$ cat src/design/lqrbc_ram.sv
// Generic single-write, single-read RAM with registered read data.
module lqrbc_ram #(
    parameter int WIDTH = 32,
    parameter int DEPTH = 16
) (
    input  logic                     i_clk,
    input  logic                     i_wr_en,
    input  logic [$clog2(DEPTH)-1:0] i_wr_addr,
    input  logic [WIDTH-1:0]         i_wr_data,
    input  logic                     i_rd_en,
    input  logic [$clog2(DEPTH)-1:0] i_rd_addr,
    output logic [WIDTH-1:0]         o_rd_data
);

    logic [WIDTH-1:0] r_mem [DEPTH];
    logic [WIDTH-1:0] r_rd_data;

    // Write port
    always_ff @(posedge i_clk) begin
        if (i_wr_en) begin
            r_mem[i_wr_addr] <= i_wr_data;
        end
    end

    // Registered read port
    always_ff @(posedge i_clk) begin
        if (i_rd_en) begin
            r_rd_data <= r_mem[i_rd_addr];
        end
    end

    assign o_rd_data = r_rd_data;

endmodule

$ cat config.mk
export PLATFORM = sky130hd
export DESIGN_NAME = lqrbc_ram
export DESIGN_NICKNAME = d
export VERILOG_FILES = /design/src/design/lqrbc_ram.sv
export SDC_FILE = /design/constraint.sdc
export NUM_CORES = 1
export LEC_CHECK = 0
export BUFFER_PORTS_ARGS = -buffer_cell sky130_fd_sc_hd__buf_2
export CAP_MARGIN = 20
export CORE_MARGIN = 4
export CORE_UTILIZATION = 30
export CTS_CLUSTER_DIAMETER = 200
export DETAILED_ROUTE_END_ITERATION = 10
export PLACE_DENSITY = 0.53
export SYNTH_ARGS = -nofsm -noshare
export SYNTH_HDL_FRONTEND = slang
export SYNTH_SLANG_ARGS = --single-unit
$ cat constraint.sdc
create_clock -name i_clk -period 4.8 [get_ports i_clk]
set_input_delay 0.24 -clock i_clk [delete_from_list [all_inputs] [get_ports i_clk]]
set_output_delay 0.24 -clock i_clk [all_outputs]
set_load 0.03 [all_outputs]
[Word level (Yosys, flattened, before mapping)]
Memory sizes are Yosys's and may differ from the RTL's. A register that Yosys moved wholly into a read port is not among the register bits.
Cells that the tools add are included.
Word-level totals
  bits in registers: 0
  bits in writable memories: 512
  input bits: 43
  word-level logic and storage cells: 3
  memories: 1
Memory list
  r_mem: depth 16, width 32, rd ports 1, clocked after Yosys merged registers in 1, wr ports 1, line 15  | logic [WIDTH-1:0] r_mem [DEPTH];
Operators by class
  muxes and demuxes: 2
Operators by type and width (number)
  1-bit 2-to-1 mux: 2

[Longest topological paths before layout]
  depth after elaboration: 2
  gate-level depth with buffers: 5

[Worst setup path after synthesis]
OpenSTA, ideal clock, no wires.
  kind: in2reg
  from: in i_wr_addr[2]
  to: mem r_mem[0][0], enable pin
  data arrival time: 2.958 ns
  required time: 4.339 ns
  slack: 1.380 ns
  stages on the path: 2
  path buffers: 0
  path through: or3b_2 nor3_1
RTL lines
  start: declaration: line 8  | input logic [$clog2(DEPTH)-1:0] i_wr_addr,
  end: declaration: line 15
No word-level cell before the write port.

==> run summary <==
Antenna Nets Post-Route: 0
RSZ-0062 raised after global routing: no
Worst Tran Pin Value: 1100 ps
Cells after Synth: 838
Top_reg_cell synth: edfxtp_1
Hold Vio Cnt, Final: 0
Synthesized area: 20200 sq um
Setup TNS Final: 0 ps
Number of global-route vias before repair: 9918
Worst path slowest cell: clkbuf_8
DR pass1 iterations: 5
TritonCTS clock tree: done
Critical path class: in -> reg
Clock buffer depth: 3
Worst path max stage delay: 680 ps
Vias/cell: 4.89
Top-area cell type share of the netlist area: 81.0%
Clock slew at reported path FFs: 60 ps
Buf+Inv Stages, Crit Path: 2
Finish-stage setup viols: 0
Critical Path End Type: flop
Die Ht: 267 um
Syn_nets: 881
I/O Pins: 75
Max_cap viols: 0
Max Freq: 495 MHz
Avg WL per Cell: 24.5 um
# fillers: 6037
CTS H-tree lvls: 2
Initial antenna violation count: 2
Asr flop ratio synth: 0%
WL final: 46.4 mm
Top cell family by delay on the critical path: buffers and inverters
Largest net degree at the start of global routing: 71
Total power: 9980 uW
Die extent in x: 267 um
Total track usage: 13.1%
Slew Limit Fails: 0
Yosys warnings: 0
PortBufs: 74
Worst-path cell chain: clkbuf_8 -> buf_4 -> mux4_2 -> a22oi_1 -> nand2_1
Register bit total from synthesis: 544
GRT overflow: 0
Netlist cell types: 17
Number of flops mapped to enable cells by yosys: 544
Post-CTS Setup Bufs: 0
Rel. slew slack: 26.3%
Die ar.: 71500 sq um
Total number of vias: 9242
Initial core utilization: 30.5%
Num rows: 94
Most frequent cells in the layout: edfxtp_1 (544), mux4_2 (128), buf_2 (72)
VDD IR-drop max: 0.272 mV
Worst-Skew Late Latency: 600 ps
Min cycle time layout: 2020 ps
Clk sinks: 544
Worst EP arrival: 2350 ps
First-pass GRT wire length: 68.2 mm
CORE AREA: 66200 sq um
Worst Skew: 21.9 ps
Area delta synth->final: 17.7%
Commonest non-fill, non-tap cell in the layout: edfxtp_1
DP HPWL: 23.4 mm
Worst Path Required: 5130 ps
Crit-path max FO: 70
# DRC: 0
Pwr/cell area: 420 nW/um^2
Largest area contributor in the netlist: edfxtp_1
GP Congestion: 0.689
CTS Buf Count: 56
Share of cells above drive strength 1: 31.3%
P_leak: 0.00747 uW
Worst setup SP type: primary input
Root Buffer: clkbuf_16
Status: complete, no violations
Initial drt markers: 946
Final Cycle Share: 42.1%
Nets: 1024
Hold Crit Class: in -> reg
Syn Area/Cell: 24.1 sq um
Largest cells by area after synthesis: edfxtp_1 (81%), mux4_2 (14%), a22oi_1 (2.4%)
Post-synthesis sequential area ratio: 81.0%
## layer usage
metal | part of all wire, % | GRT usage, % | vias to the layer above
li1 | - | - | 3896
met1 | 46 | 19.0 | 5037
met2 | 47 | 20.4 | 251
met3 | 5.6 | 2.68 | 58
met4 | 1.7 | 3.00 | 0
met5 | 0 | 0 | -
## where the power goes
group          total, uW  internal, uW  leakage (uW)  switching, uW
sequential          5380          5350       0.00494           28.3
clock               4080          2340      0.000838           1740
combinational        524           199       0.00169            325
## Yosys cell counts (4+ instances only)
cell type and instances:
buf_2 4, a22oi_1 64, clkbuf_1 17, buf_4 11, nand2_1 33, buf_1 9, edfxtp_1 544, nor3_1 4
mux4_2 128, nor2_1 13
## registers in the layout (all words and copies together) (netlist names)
register	flops
r_mem	512
o_rd_data	32
## layout make-up
class / count / area, sq um / share of cell area, %
Clock buffer: 67 / 1440 / 6.08
Tap cell: 864 / 1080 / 4.55
Timing Repair Buffer: 128 / 867 / 3.65
Multi-Input combinational cell: 251 / 3750 / 15.8
Clock inverter: 35 / 265 / 1.12
Antenna cell: 2 / 5.00 / 0.0211
Sequential cell: 544 / 16300 / 68.8
## cell families after synthesis
group	count (synthesis)	synth area share, %
AND/OR/NAND/NOR	59	1.25
AO/OA/AOI/OAI	64	2.38
buffers and inverters	43	1.10
flip-flops	544	81.0
multiplexers	128	14.3
## path summary, 6_finish.rpt
path | startpoint | endpoint | slack (ps) | cells after the start
max | i_rd_addr[0] | o_rd_data[30] | 2780 | 5
min | i_wr_data[27] | r_mem[9][27] | 40 | 1
max reg2reg | r_mem[10][21] | o_rd_data[21] | 3340 | 3
min reg2reg | r_mem[7][15] | o_rd_data[15] | 750 | 3
## repair_timing
action | 4_1_cts | 5_1_grt
hold buffers | 27 | 0
hold endpoints to repair | 392 | 0
resized for setup | 0 | 0
## per-stage QoR
step           cell area, sq um  setup slack (ps)  hold WS (ps)  util (%)  std cells
6_report                  23700              2780          44.2      35.9       1891
5_1_grt                   23700              2560          16.6      35.9       1889
4_1_cts                   23700              2730         0.137      35.9       1889
3_5_place_dp              21800              2090           627      32.9       1760
3_3_place_gp              21800              2120           615      32.9       1760
2_1_floorplan             20200              1380           339         -        838
No activity file was read; power rests on OpenSTA's default activity.
